**src/sv/pre_pkg.sv**
```systemverilog
// Shared types, constants and the datapath program of the reprojection error block.
package pre_pkg;

    localparam int unsigned IN_W        = 160;
    localparam int unsigned OUT_W       = 96;
    localparam int unsigned ADDR_W      = 5;
    localparam int unsigned VIEW_SUM_W  = 48;
    localparam int unsigned TOTAL_SUM_W = 56;
    localparam int unsigned DIV_W       = 56;
    localparam int unsigned STEP_W      = 6;
    localparam int unsigned PROG_LEN    = 33;

    localparam logic [31:0] Q_ONE = 32'h0001_0000;

    localparam logic [2:0] REG_FOCAL_X   = 3'd0;
    localparam logic [2:0] REG_FOCAL_Y   = 3'd1;
    localparam logic [2:0] REG_PRINCIPAL = 3'd2;
    localparam logic [2:0] REG_K1        = 3'd3;
    localparam logic [2:0] REG_K2        = 3'd4;
    localparam logic [2:0] REG_K3        = 3'd5;
    localparam logic [2:0] REG_P1        = 3'd6;
    localparam logic [2:0] REG_P2        = 3'd7;

    typedef struct packed {
        logic [31:0] focal_x;
        logic [31:0] focal_y;
        logic [31:0] principal_point;
        logic [31:0] k1;
        logic [31:0] k2;
        logic [31:0] k3;
        logic [31:0] p1;
        logic [31:0] p2;
    } t_cfg;

    typedef enum logic [4:0] {
        OP_NOP, OP_LOAD, OP_DIVX, OP_DIVY, OP_DIVV, OP_DIVT, OP_MUL, OP_R2, OP_RXY,
        OP_ACC0, OP_ACC1, OP_TORAD, OP_TOXD, OP_TOYD, OP_DIFF, OP_ABS, OP_SQRT,
        OP_SUMS, OP_CLOSE
    } t_op;

    typedef enum logic [4:0] {
        SRC_XP, SRC_YP, SRC_XY, SRC_R2, SRC_R4, SRC_R6, SRC_RX, SRC_RY, SRC_RAD,
        SRC_XD, SRC_YD, SRC_K1, SRC_K2, SRC_K3, SRC_P1, SRC_P2, SRC_FX, SRC_FY,
        SRC_AU, SRC_AV
    } t_src;

    typedef enum logic [3:0] {
        DST_XX, DST_YY, DST_XY, DST_R4, DST_R6, DST_ACC, DST_ACC2, DST_U, DST_V,
        DST_SQ, DST_SQADD
    } t_dst;

    typedef struct packed {
        t_op  op;
        t_src a;
        t_src b;
        logic sh28;
        t_dst dst;
    } t_cmd;

    typedef struct packed {
        logic fault;
        logic last;
        logic div_done;
        logic sqrt_done;
    } t_status;

    function automatic t_cmd mk_cmd(t_op op, t_src a, t_src b, logic sh28, t_dst dst);
        t_cmd c;
        c.op   = op;
        c.a    = a;
        c.b    = b;
        c.sh28 = sh28;
        c.dst  = dst;
        return c;
    endfunction

    // A product is registered in r_prod first and then written from there to its destination register.
    function automatic t_cmd prog_cmd(logic [STEP_W-1:0] step);
        t_cmd c;
        c = mk_cmd(OP_NOP, SRC_XP, SRC_XP, 1'b0, DST_XX);
        case (step)
            6'd0:  c = mk_cmd(OP_MUL, SRC_XP, SRC_XP, 1'b0, DST_XX);
            6'd1:  c = mk_cmd(OP_MUL, SRC_YP, SRC_YP, 1'b0, DST_YY);
            6'd2:  c = mk_cmd(OP_MUL, SRC_XP, SRC_YP, 1'b0, DST_XY);
            6'd3:  c = mk_cmd(OP_R2, SRC_XP, SRC_XP, 1'b0, DST_XX);
            6'd4:  c = mk_cmd(OP_MUL, SRC_R2, SRC_R2, 1'b0, DST_R4);
            6'd5:  c = mk_cmd(OP_RXY, SRC_XP, SRC_XP, 1'b0, DST_XX);
            6'd6:  c = mk_cmd(OP_MUL, SRC_R4, SRC_R2, 1'b0, DST_R6);
            6'd7:  c = mk_cmd(OP_ACC1, SRC_XP, SRC_XP, 1'b0, DST_XX);
            6'd8:  c = mk_cmd(OP_MUL, SRC_K1, SRC_R2, 1'b1, DST_ACC);
            6'd9:  c = mk_cmd(OP_MUL, SRC_K2, SRC_R4, 1'b1, DST_ACC);
            6'd10: c = mk_cmd(OP_MUL, SRC_K3, SRC_R6, 1'b1, DST_ACC);
            6'd12: c = mk_cmd(OP_TORAD, SRC_XP, SRC_XP, 1'b0, DST_XX);
            6'd13: c = mk_cmd(OP_ACC0, SRC_XP, SRC_XP, 1'b0, DST_XX);
            6'd14: c = mk_cmd(OP_MUL, SRC_XP, SRC_RAD, 1'b0, DST_ACC);
            6'd15: c = mk_cmd(OP_MUL, SRC_P1, SRC_XY, 1'b1, DST_ACC2);
            6'd16: c = mk_cmd(OP_MUL, SRC_P2, SRC_RX, 1'b1, DST_ACC);
            6'd18: c = mk_cmd(OP_TOXD, SRC_XP, SRC_XP, 1'b0, DST_XX);
            6'd19: c = mk_cmd(OP_ACC0, SRC_XP, SRC_XP, 1'b0, DST_XX);
            6'd20: c = mk_cmd(OP_MUL, SRC_YP, SRC_RAD, 1'b0, DST_ACC);
            6'd21: c = mk_cmd(OP_MUL, SRC_P1, SRC_RY, 1'b1, DST_ACC);
            6'd22: c = mk_cmd(OP_MUL, SRC_P2, SRC_XY, 1'b1, DST_ACC2);
            6'd24: c = mk_cmd(OP_TOYD, SRC_XP, SRC_XP, 1'b0, DST_XX);
            6'd25: c = mk_cmd(OP_MUL, SRC_FX, SRC_XD, 1'b0, DST_U);
            6'd26: c = mk_cmd(OP_MUL, SRC_FY, SRC_YD, 1'b0, DST_V);
            6'd28: c = mk_cmd(OP_DIFF, SRC_XP, SRC_XP, 1'b0, DST_XX);
            6'd29: c = mk_cmd(OP_ABS, SRC_XP, SRC_XP, 1'b0, DST_XX);
            6'd30: c = mk_cmd(OP_MUL, SRC_AU, SRC_AU, 1'b0, DST_SQ);
            6'd31: c = mk_cmd(OP_MUL, SRC_AV, SRC_AV, 1'b0, DST_SQADD);
            default: ;
        endcase
        return c;
    endfunction

endpackage

```
**src/sv/pre_ctrl.sv**
```systemverilog
// Controller that sequences the datapath through one point and runs both handshakes.
module pre_ctrl (
    input  logic              i_clk,
    input  logic              i_rst_n,
    input  logic              i_s_tvalid,
    output logic              o_s_tready,
    output logic              o_m_tvalid,
    input  logic              i_m_tready,
    input  pre_pkg::t_status  i_status,
    output pre_pkg::t_cmd     o_cmd
);
    import pre_pkg::*;

    typedef enum logic [3:0] {
        S_IDLE, S_DIVX, S_WAITX, S_DIVY, S_WAITY, S_PROG, S_SQRT, S_WAITSQ,
        S_SUMS, S_DIVV, S_WAITV, S_DIVT, S_WAITT, S_CLOSE
    } t_state;

    localparam logic [STEP_W-1:0] STEP_LAST = STEP_W'(PROG_LEN - 1);

    t_state            r_state, n_state;
    logic [STEP_W-1:0] r_step, n_step;
    logic              r_s_tready, n_s_tready;
    logic              r_m_tvalid, n_m_tvalid;
    logic              close_ok;
    t_cmd              cmd;

    assign close_ok = !r_m_tvalid || i_m_tready;

    always_comb begin
        cmd        = mk_cmd(OP_NOP, SRC_XP, SRC_XP, 1'b0, DST_XX);
        n_state    = r_state;
        n_step     = r_step;
        n_s_tready = r_s_tready;
        n_m_tvalid = r_m_tvalid && !i_m_tready;
        case (r_state)
            S_IDLE: begin
                if (i_s_tvalid && r_s_tready) begin
                    cmd.op     = OP_LOAD;
                    n_s_tready = 1'b0;
                    n_state    = S_DIVX;
                end
            end
            S_DIVX: begin
                if (i_status.fault) begin
                    n_state = S_SUMS;
                end else begin
                    cmd.op  = OP_DIVX;
                    n_state = S_WAITX;
                end
            end
            S_WAITX: if (i_status.div_done) n_state = S_DIVY;
            S_DIVY: begin
                cmd.op  = OP_DIVY;
                n_state = S_WAITY;
            end
            S_WAITY: begin
                if (i_status.div_done) begin
                    n_step  = '0;
                    n_state = S_PROG;
                end
            end
            S_PROG: begin
                cmd    = prog_cmd(r_step);
                n_step = r_step + 1'b1;
                if (r_step == STEP_LAST) n_state = S_SQRT;
            end
            S_SQRT: begin
                cmd.op  = OP_SQRT;
                n_state = S_WAITSQ;
            end
            S_WAITSQ: if (i_status.sqrt_done) n_state = S_SUMS;
            S_SUMS: begin
                cmd.op  = OP_SUMS;
                n_state = i_status.last ? S_DIVV : S_DIVT;
            end
            S_DIVV: begin
                cmd.op  = OP_DIVV;
                n_state = S_WAITV;
            end
            S_WAITV: if (i_status.div_done) n_state = S_DIVT;
            S_DIVT: begin
                cmd.op  = OP_DIVT;
                n_state = S_WAITT;
            end
            S_WAITT: if (i_status.div_done) n_state = S_CLOSE;
            S_CLOSE: begin
                if (close_ok) begin
                    cmd.op     = OP_CLOSE;
                    n_m_tvalid = 1'b1;
                    n_s_tready = 1'b1;
                    n_state    = S_IDLE;
                end
            end
            default: n_state = S_IDLE;
        endcase
    end

    always_ff @(posedge i_clk) begin
        if (!i_rst_n) begin
            r_state    <= S_IDLE;
            r_step     <= '0;
            r_s_tready <= 1'b1;
            r_m_tvalid <= 1'b0;
        end else begin
            r_state    <= n_state;
            r_step     <= n_step;
            r_s_tready <= n_s_tready;
            r_m_tvalid <= n_m_tvalid;
        end
    end

    assign o_cmd      = cmd;
    assign o_s_tready = r_s_tready;
    assign o_m_tvalid = r_m_tvalid;
endmodule

```
**config.mk**
```make
export PLATFORM = sky130hd
export DESIGN_NAME = pre_ctrl
export DESIGN_NICKNAME = d
export VERILOG_FILES = /design/src/sv/pre_pkg.sv /design/src/sv/pre_ctrl.sv
export SDC_FILE = /design/constraint.sdc
export NUM_CORES = 1
export LEC_CHECK = 0
export CAP_MARGIN = 0
export CORE_MARGIN = 3
export CORE_UTILIZATION = 36
export DETAILED_ROUTE_END_ITERATION = 8
export DONT_BUFFER_PORTS = 1
export HOLD_SLACK_MARGIN = 0.15
export SLEW_MARGIN = 20
export SYNTH_ARGS = -nofsm -noshare
export SYNTH_HDL_FRONTEND = slang
export SYNTH_SLANG_ARGS = --single-unit
export TNS_END_PERCENT = 50
```
**constraint.sdc**
```tcl
create_clock -name i_clk -period 3.85 [get_ports i_clk]
set_input_delay 0.5775 -clock i_clk [delete_from_list [all_inputs] [get_ports i_clk]]
set_output_delay 0.5775 -clock i_clk [all_outputs]
set_load 0.01 [all_outputs]
```
==> results of run 1 <==
-- power by group through the flow --
stage / clock network [mW] / logic, mW / registers, mW
CTS: 0.142 / 0.168 / 0.192
detailed placement: 0 / 0.167 / 0.195
finish: 0.137 / 0.166 / 0.193
global route: 0.146 / 0.192 / 0.199
floorplan: 0 / 0.178 / 0.159
global placement: 0 / 0.166 / 0.195
-- sequential cells by signal, indices dropped and copies added (netlist names) --
| name | cells |
|---|---|
| o_s_tready | 1 |
| o_m_tvalid | 1 |
| r_state | 4 |
| r_step | 6 |
-- worst max-delay path, delay by kind of cell (launching register included) --
kind	cells	cell delay, ps
flops	1	940
mux	1	360
compound gates	2	450
simple gates	2	340
-- logic make-up (layout without fill, tap and decap cells) --
logic type	after synthesis	count (layout)	share of synthesized area, %
multiplexers	3	3	2.74
XOR/XNOR	1	1	0.548
adder cells (fa/ha/maj)	4	4	3.13
flip-flops	12	12	15.0
AO/OA/AOI/OAI	75	75	31.9
AND/OR/NAND/NOR	102	102	35.6
buffers and inverters	32	14	11.0
-- per-stage QoR --
stage,power (mW),area [um2]
floorplan,0.337,1600
finish,0.495,1580
global placement,0.361,1530
global route,0.537,1580
CTS,0.502,1580
detailed placement,0.362,1530
-- how the worst max path moves through the flow --
stage,slack (ps),to,depth (start not counted)
final,940,o_cmd[17],5
after floorplan,1580,o_cmd[17],8
after global placement,1210,o_cmd[17],5
after CTS,940,o_cmd[17],5
after detailed placement,1180,o_cmd[17],5
after global routing,730,o_cmd[17],5
-- layout make-up --
type	count	area, um2	area share, %
multi-input cells	185	1180	74.8
well taps	50	62.6	3.96
inverters	9	33.8	2.14
flip-flops and latches	12	240	15.2
repair buffers	1	7.51	0.475
clock buffers	4	55.1	3.48
-- routing by layer --
| layer | track usage [%] | vias up |
|---|---|---|
| li1 | - | 793 |
| met1 | 22.9 | 717 |
| met2 | 25.7 | 47 |
| met3 | 3.17 | 6 |
| met4 | 6.76 | 0 |
| met5 | 0 | - |
-- synthesized netlist by cell type (4+ instances only) --
master	number
nand2_1	24
nor2b_1	8
nand2b_1	10
buf_6	4
a21oi_1	18
nand3_1	10
nor2_1	21
o22ai_1	4
inv_1	9
a31oi_1	4
a21boi_0	4
ha_1	4
nand3b_1	4
dfxtp_1	12
nor3_1	4
o21a_1	5
buf_2	14
o21ai_0	8
-- placed cells by master (no fill, tap or decap), types with 4 or more instances in the layout --
| master | synthesis | final |
|---|---|---|
| a31oi_1 | 4 | 4 |
| o21ai_0 | 8 | 8 |
| clkbuf_8 | 0 | 4 |
| dfxtp_1 | 12 | 12 |
| nor2_1 | 21 | 21 |
| nand3_1 | 10 | 10 |
| nand2_1 | 24 | 24 |
| nand2b_1 | 10 | 10 |
| nor2b_1 | 8 | 8 |
| inv_1 | 9 | 9 |
| a21oi_1 | 18 | 18 |
| ha_1 | 4 | 4 |
| o21a_1 | 5 | 5 |
| nand3b_1 | 4 | 4 |
| a21boi_0 | 4 | 4 |
| nor3_1 | 4 | 4 |
| o22ai_1 | 4 | 4 |
==> impl_metrics.py, run 1 <==
metrics = {
    "clock_tree": {
        "cts_tree": "done",
        "cts_hold_buffers": 0,
        "numCtsBuffers": 3,
        "clkSlewWorstSetupHoldPaths_ps": 50,
        "cts_resized": 0,
        "cts_sinks": 12,
        "insertion_delay_ps": 240,
        "clockBufferDepth": 2,
        "htree_levels": 1,
        "cts_setup_buffers": 0,
        "root_buffer": "clkbuf_8",
    },
    "critical_path": {
        "rr_startpoint": "r_state[2]$_SDFFE_PN0P_",
        "r2r-end": "r_state[0]$_SDFFE_PN0P_",
        "crit_chain": "mux2i_4 > o32a_2 > nor4b_4 > nand4_1 > a32o_1",
        "worstSetupPathType": "reg2out",
        "crit_path_max_fanout": 26,
        "cp_slowest_stage_delay_ps": 940,
        "worstSetupStartpoint": "r_step[2]$_SDFFE_PN0P_",
        "endpoint_kind": "primary output",
        "rrSetupSlack_ps": 1460,
        "reg2reg_depth": 5,
        "start_kind": "register",
        "cp.required_ps": 3270,
        "worstPathArrival_ps": 2330,
        "critPathSlowestCell": "dfxtp_1",
    },
    "detailed_routing": {
        "met1_length_mm": 1.97,
        "drt.antenna.violating_nets": 0,
        "num_vias": 1563,
        "first_iter_violations": 112,
        "wl_met3_um": 250,
        "met2_length_mm": 1.96,
        "first_pass_iters": 4,
        "routed_wirelength_mm": 4.23,
        "viasPerCell": 5.99,
        "route.detailed.drc": 0,
        "top_layer_used": "met4",
        "wl_per_cell_um": 16.2,
    },
    "pwr": {
        "power_switching_mw": 0.185,
        "pwr-share-seq_pct": 38.9,
        "p_leak_nw": 0.521,
        "p_int_mw": 0.310,
        "clkPwrFrac_pct": 27.6,
        "p_comb_share_pct": 33.5,
        "power_density_nw_per_um2": 313,
        "swShare_pct": 37.5,
        "irDropWorstVdd_mv": 0.437,
    },
    "global_route": {
        "grt_pass1_wl_mm": 7.27,
        "grt_max_degree": 30,
        "grt_antenna_before_repair": 0,
        "grt_pass1_vias": 1535,
        "grt.total_usage_pct": 16.7,
        "grt_remaining_overflow": 0,
    },
    "min_path": {
        "holdPathEnd": "o_s_tready$_SDFFE_PN1P_",
        "hp-class": "in2reg",
        "holdCritStartpoint": "i_rst_n",
        "hold_path_depth": 1,
    },
    "die": {
        "core_um2": 4140,
        "row_count": 23,
        "fp.dieH_um": 72.6,
        "io_pins": 30,
        "fp.dieW_um": 72.6,
        "start_util_pct": 38.6,
        "die-area_um2": 5280,
    },
    "logic_synthesis": {
        "synth_edf_count": 0,
        "ys_types": 61,
        "synth_top_area_cell": "dfxtp_1",
        "syn_inst": 229,
        "synthTopCellsByArea": "dfxtp_1 15%, a21oi_1 5.6%, nand2_1 5.6%, nor2_1 4.9%, buf_2 4.4%",
        "syn_avg_cell_area_um2": 6.98,
        "synth_nets": 241,
        "syn_area_um2": 1600,
        "synth_seq_area_share_pct": 15.0,
        "synth_flop_cell": "dfxtp_1",
        "synth_top_area_share_pct": 15.0,
        "yosysWarnings": 0,
        "async_flop_share_pct": 0,
        "synth_seq_cells": 12,
    },
    "placed_design": {
        "place_congestion": 0.859,
        "port_buffers": 0,
        "place_hpwl_mm": 3.00,
        "pre_cts_ws_ps": 1180,
        "dp.cells": 257,
    },
    "status": {
        "status": "complete, no violations",
    },
    "timing": {
        "slew-limit-headroom_pct": 36.9,
        "finalWorstSetupSlack_ps": 939,
        "fin_worst_skew_ps": 3.26,
        "layout_min_cycle_time_ps": 2910,
        "rsz0062_at_grt": "no",
        "finalSetupViolCount": 0,
        "worst_pin_slew_ps": 945,
        "drv_slew": 0,
        "setup_tns_ps": 0,
        "hold_ws_ps": 398,
        "period_share_pct": 75.6,
        "max_freq_mhz": 343,
        "hold_viol_final": 0,
    },
    "layout": {
        "syn2layout_area_growth_pct": -1.10,
        "utilization_pct": 38.2,
        "nets": 224,
        "fillers": 457,
        "stdcell_count": 261,
        "drive_gt1_share_pct": 7.58,
        "diodes": 0,
    },
    "flow_run": {
        "drv_cap": 0,
    },
}
Note: power is estimated with default switching activity, not from simulation.
==> inputs of run 2 (changes only) <==
==> constraint.sdc (replaced) <==
create_clock -name i_clk -period 2.8 [get_ports i_clk]
set_input_delay 0.42 -clock i_clk [delete_from_list [all_inputs] [get_ports i_clk]]
set_output_delay 0.42 -clock i_clk [all_outputs]
set_load 0.01 [all_outputs]
==> run 2 against run 1 <==
  * Flip-flop and latch count did not move
  * Register-to-register slack worse by 830 ps
  * Largest power group is now combinational logic
  * Clock skew is 0.57 ps higher
  * Highest routed layer unchanged
  * Wire length rose by 0.76%
  * Via count is 5.2% higher
  * Largest cell class unchanged
  * Cell count increased by 2.7%
  * Clock-buffer cell count stayed put
  * Critical path depth increased by 1
  * Sequential power up 18%
==> impl_metrics.py, run 2 (synthesis gave the netlist of run 1 again) <==
metrics = {
    "global_route": {
        "grt.total_usage_pct": 17.1,
        "grt_antenna_before_repair": 0,
        "grt_pass1_wl_mm": 7.33,
        "grt_pass1_vias": 1567,
        "grt_max_degree": 22,
        "grt_remaining_overflow": 0,
    },
    "die": {
        "fp.dieH_um": 72.6,
        "core_um2": 4140,
        "start_util_pct": 38.6,
        "row_count": 23,
        "die-area_um2": 5280,
        "io_pins": 30,
        "fp.dieW_um": 72.6,
    },
    "clock_tree": {
        "cts_tree": "done",
        "root_buffer": "clkbuf_8",
        "cts_hold_buffers": 0,
        "insertion_delay_ps": 240,
        "cts_resized": 0,
        "numCtsBuffers": 3,
        "clkSlewWorstSetupHoldPaths_ps": 60,
        "htree_levels": 1,
        "cts_setup_buffers": 0,
        "clockBufferDepth": 2,
        "cts_sinks": 12,
    },
    "timing": {
        "setup_tns_ps": 0,
        "hold_viol_final": 0,
        "worst_pin_slew_ps": 643,
        "layout_min_cycle_time_ps": 2620,
        "period_share_pct": 93.4,
        "finalSetupViolCount": 0,
        "max_freq_mhz": 382,
        "drv_slew": 0,
        "fin_worst_skew_ps": 3.83,
        "rsz0062_at_grt": "no",
        "slew-limit-headroom_pct": 57.1,
    },
    "layout": {
        "regMostFlops": "r_step",
        "seq_area_um2": 240,
        "diodes": 0,
        "multi_input_area_um2": 1180,
        "largest_reg_flops": 6,
        "stdcell_count": 268,
        "final_common_cell": "nand2_1",
        "fillers": 432,
        "nets": 231,
        "layout_common_cells": "24 x nand2_1, 21 x nor2_1, 18 x a21oi_1",
        "syn2layout_area_growth_pct": 2.35,
        "largest_registers": "r_step: 6 flops, r_state: 4 flops",
        "drive_gt1_share_pct": 11.0,
    },
    "pwr": {
        "p_leak_nw": 0.555,
        "power_density_nw_per_um2": 429,
        "irDropWorstVdd_mv": 0.401,
    },
    "detailed_routing": {
        "num_vias": 1644,
        "viasPerCell": 6.13,
        "wl_per_cell_um": 15.9,
        "route.detailed.drc": 0,
        "first_pass_iters": 4,
        "first_iter_violations": 152,
        "drt.antenna.violating_nets": 0,
        "routed_wirelength_mm": 4.26,
    },
    "min_path": {
        "hold_path_depth": 1,
        "holdCritStartpoint": "i_rst_n",
        "holdPathEnd": "o_s_tready$_SDFFE_PN1P_",
        "hp-class": "in2reg",
    },
    "placed_design": {
        "place_congestion": 0.858,
        "dp.cells": 264,
        "port_buffers": 0,
        "place_hpwl_mm": 3.17,
    },
    "critical_path": {
        "endpoint_kind": "primary output",
        "crit_chain": "inv_1 > ha_1 > nor3_1 > nor4_2 > nor2_1 > nor2_1",
        "rr_startpoint": "r_state[2]$_SDFFE_PN0P_",
        "rrSetupSlack_ps": 630,
        "worstSetupPathType": "reg2out",
        "cp_slowest_stage_delay_ps": 480,
        "reg2reg_depth": 6,
        "start_kind": "register",
        "crit_path_max_fanout": 15,
        "r2r-end": "r_state[0]$_SDFFE_PN0P_",
        "cp.required_ps": 2380,
        "critPathSlowestCell": "ha_1",
        "crit_top_cell": "nor2_1",
        "worstPathArrival_ps": 2200,
    },
    "status": {
        "status": "complete, no violations",
    },
    "flow_run": {
        "drv_cap": 0,
    },
}
-- run 2: cell count changes in the layout (fill, tap and decap cells not counted) --
cell and change:
buf_4 +7, ha_1 -1, ha_2 +1
-- run 2: cell type report --
class | instances | area share (%)
Timing Repair Buffer | 8 | 3.67
Tap cell | 50 | 3.82
Sequential cell | 12 | 14.7
Inverter | 9 | 2.06
Clock buffer | 4 | 3.36
Multi-Input combinational cell | 185 | 72.4
-- run 2: how the worst max path moves through the flow --
stage / from / slack, ps / to
3_3_place_gp: r_step[0]$_SDFFE_PN0P_ / 480 / o_cmd[17]
3_5_place_dp: r_step[0]$_SDFFE_PN0P_ / 410 / o_cmd[17]
6_report: r_step[0]$_SDFFE_PN0P_ / 180 / o_cmd[4]
2_1_floorplan: r_step[0]$_SDFFE_PN0P_ / 690 / o_cmd[17]
4_1_cts: r_step[0]$_SDFFE_PN0P_ / 150 / o_cmd[17]
5_1_grt: r_step[0]$_SDFFE_PN0P_ / 9 / o_cmd[13]
-- run 2: per-layer routing --
layer	GRT usage, %	wire length (um)
met5	0	0
met4	6.97	75
met3	3.44	294
met2	27.2	1980
met1	22.6	1920
-- run 2: metrics by stage --
| stage | hold slack (ps) | instance area (um2) | total power, mW | setup slack [ps] | utilization, % |
|---|---|---|---|---|---|
| after CTS | 231 | 1630 | 0.709 | 145 | 39.4 |
| after floorplan | 545 | 1600 | 0.463 | 687 | - |
| after detailed placement | 488 | 1580 | 0.514 | 411 | 38.1 |
| after global routing | 235 | 1640 | 0.759 | 8.97 | 39.5 |
| final | 237 | 1640 | 0.702 | 184 | 39.5 |
| after global placement | 485 | 1580 | 0.515 | 480 | 38.1 |
-- run 2: critical path, delay by kind of cell, from the launching register on --
kind | cells | cell delay (ps)
flip-flops | 1 | 340
adder cells (fa/ha/maj) | 1 | 480
AND/OR/NAND/NOR | 4 | 1000
buffers and inverters | 1 | 130
-- run 2: power breakdown --
part	total [mW]	leakage (nW)	switching, mW	internal, mW
Combinational	0.283	0.429	0.160	0.123
Sequential	0.228	0.0974	0.0357	0.192
Clock	0.191	0.0288	0.0667	0.124
Total	0.702	0.555	0.262	0.440
==> inputs of run 3 (changes only) <==
--- a/config.mk
+++ b/config.mk
@@ -11,6 +11,7 @@
 export DETAILED_ROUTE_END_ITERATION = 8
 export DONT_BUFFER_PORTS = 1
 export HOLD_SLACK_MARGIN = 0.15
+export SKIP_CTS_REPAIR_TIMING = 1
 export SLEW_MARGIN = 20
 export SYNTH_ARGS = -nofsm -noshare
 export SYNTH_HDL_FRONTEND = slang
==> constraint.sdc (replaced) <==
create_clock -name i_clk -period 2.8 [get_ports i_clk]
set_input_delay 0.14 -clock i_clk [delete_from_list [all_inputs] [get_ports i_clk]]
set_output_delay 0.14 -clock i_clk [all_outputs]
set_load 0.01 [all_outputs]
==> run 3 against run 2 <==
  * Final area grew 1.1%
  * Cell count up 0.75%
  * Wire length rose by 0.14%
  * Largest power group unchanged
==> impl_metrics.py, run 3 (synthesis gave the netlist of run 1 again) <==
metrics = {
    "die": {
        "fp.dieW_um": 72.6,
        "die-area_um2": 5280,
        "io_pins": 30,
        "fp.dieH_um": 72.6,
        "row_count": 23,
        "start_util_pct": 38.6,
        "core_um2": 4140,
    },
    "detailed_routing": {
        "drt.antenna.violating_nets": 0,
        "route.detailed.drc": 0,
        "routed_wirelength_mm": 4.27,
        "first_pass_iters": 5,
        "first_iter_violations": 207,
        "wl_per_cell_um": 15.8,
        "num_vias": 1638,
        "viasPerCell": 6.07,
    },
    "timing": {
        "rsz0062_at_grt": "no",
        "slew-limit-headroom_pct": 56.9,
        "hold_ws_ps": 172,
        "fin_worst_skew_ps": 3.00,
        "max_freq_mhz": 426,
        "drv_slew": 0,
        "period_share_pct": 83.8,
        "hold_viol_final": 0,
        "finalSetupViolCount": 0,
        "setup_tns_ps": 0,
        "worst_pin_slew_ps": 646,
        "layout_min_cycle_time_ps": 2350,
    },
    "pwr": {
        "irDropWorstVdd_mv": 0.421,
        "p_leak_nw": 0.563,
        "total_power_mw": 0.703,
        "power_density_nw_per_um2": 425,
    },
    "layout": {
        "drive_gt1_share_pct": 10.5,
        "nets": 233,
        "seq_area_um2": 240,
        "diodes": 0,
        "layout_common_cells": "24 x nand2_1, 21 x nor2_1, 18 x a21oi_1",
        "largest_registers": "r_step: 6 flops, r_state: 4 flops",
        "largest_reg_flops": 6,
        "fillers": 458,
        "final_common_cell": "nand2_1",
        "syn2layout_area_growth_pct": 3.44,
        "multi_input_area_um2": 1180,
        "regMostFlops": "r_step",
    },
    "critical_path": {
        "crit_path_max_fanout": 15,
        "rrSetupSlack_ps": 800,
        "cp.required_ps": 2660,
        "worstSetupPathType": "reg2out",
        "worstPathArrival_ps": 2210,
        "cp_slowest_stage_delay_ps": 500,
        "crit_chain": "inv_1 > ha_1 > nor3_1 > nor4_2 > nor2_1 > nor2_1",
        "crit_top_cell": "nor2_1",
        "endpoint_kind": "primary output",
        "start_kind": "register",
        "critPathSlowestCell": "ha_1",
    },
    "clock_tree": {
        "cts_sinks": 12,
        "cts_tree": "done",
        "numCtsBuffers": 3,
        "clkSlewWorstSetupHoldPaths_ps": 50,
        "clockBufferDepth": 2,
        "insertion_delay_ps": 240,
        "htree_levels": 1,
        "root_buffer": "clkbuf_8",
    },
    "global_route": {
        "grt_pass1_vias": 1503,
        "grt_antenna_before_repair": 0,
        "grt_pass1_wl_mm": 7.32,
        "grt.total_usage_pct": 17.0,
        "grt_remaining_overflow": 0,
        "grt_max_degree": 22,
    },
    "placed_design": {
        "place_hpwl_mm": 3.09,
        "port_buffers": 0,
        "place_congestion": 0.891,
    },
    "flow_run": {
        "drv_cap": 0,
    },
    "min_path": {
        "hp-class": "in2reg",
    },
    "status": {
        "status": "complete, no violations",
    },
}
==> run 3: changes by cell type in the layout (fill, tap and decap cells not counted) <==
cell / before / now
dlygate4sd3_1: 0 / 2
ha_1: 3 / 4
ha_2: 1 / 0
==> run 3: worst paths after layout <==
check / startpoint / to / depth (start not counted)
worst max-delay path: r_step[0]$_SDFFE_PN0P_ / o_cmd[4] / 6
worst min-delay path: i_status[2] / r_state[1]$_SDFFE_PN0P_ / 3
worst max register to register: r_state[3]$_SDFFE_PN0P_ / o_s_tready$_SDFFE_PN1P_ / 6
worst min register to register: r_step[1]$_SDFFE_PN0P_ / r_step[1]$_SDFFE_PN0P_ / 2
==> run 3: per-stage QoR <==
| stage | cell area [um2] | worst slack, ps | cells | utilization (%) |
|---|---|---|---|---|
| 2_1_floorplan | 1600 | 967 | 229 | - |
| 3_3_place_gp | 1580 | 755 | 264 | 38.1 |
| 3_5_place_dp | 1580 | 715 | 264 | 38.1 |
| 4_1_cts | 1630 | 455 | 268 | 39.4 |
| 5_1_grt | 1650 | 250 | 270 | 39.9 |
| 6_report | 1650 | 455 | 270 | 39.9 |
==> run 3: power by group <==
| group | total (mW) | internal, mW | switching, mW |
|---|---|---|---|
| clock network | 0.186 | 0.124 | 0.0615 |
| registers | 0.238 | 0.192 | 0.0458 |
| logic | 0.279 | 0.125 | 0.154 |
==> run 3: per-layer routing <==
| layer | wire length (um) | GRT usage (%) | up-vias |
|---|---|---|---|
| met5 | 0 | 0 | - |
| li1 | - | - | 807 |
| met4 | 42 | 5.12 | 0 |
| met3 | 260 | 2.89 | 4 |
| met2 | 2030 | 27.1 | 49 |
| met1 | 1940 | 23.4 | 778 |
==> run 3: area by class of cell <==
type,instances,share of cell area [%]
sequential,12,14.5
multi-input combinational,185,71.5
timing repair buffer,10,4.84
tap,50,3.78
clock buffer,4,3.33
inverter,9,2.04
==> run 3: worst max-delay path, delay by kind of cell, from the launching register on <==
| kind | cells | cell delay, ps |
|---|---|---|
| buf+inv | 1 | 130 |
| fa+ha+maj | 1 | 500 |
| simple gates | 4 | 1010 |
| flops | 1 | 330 |
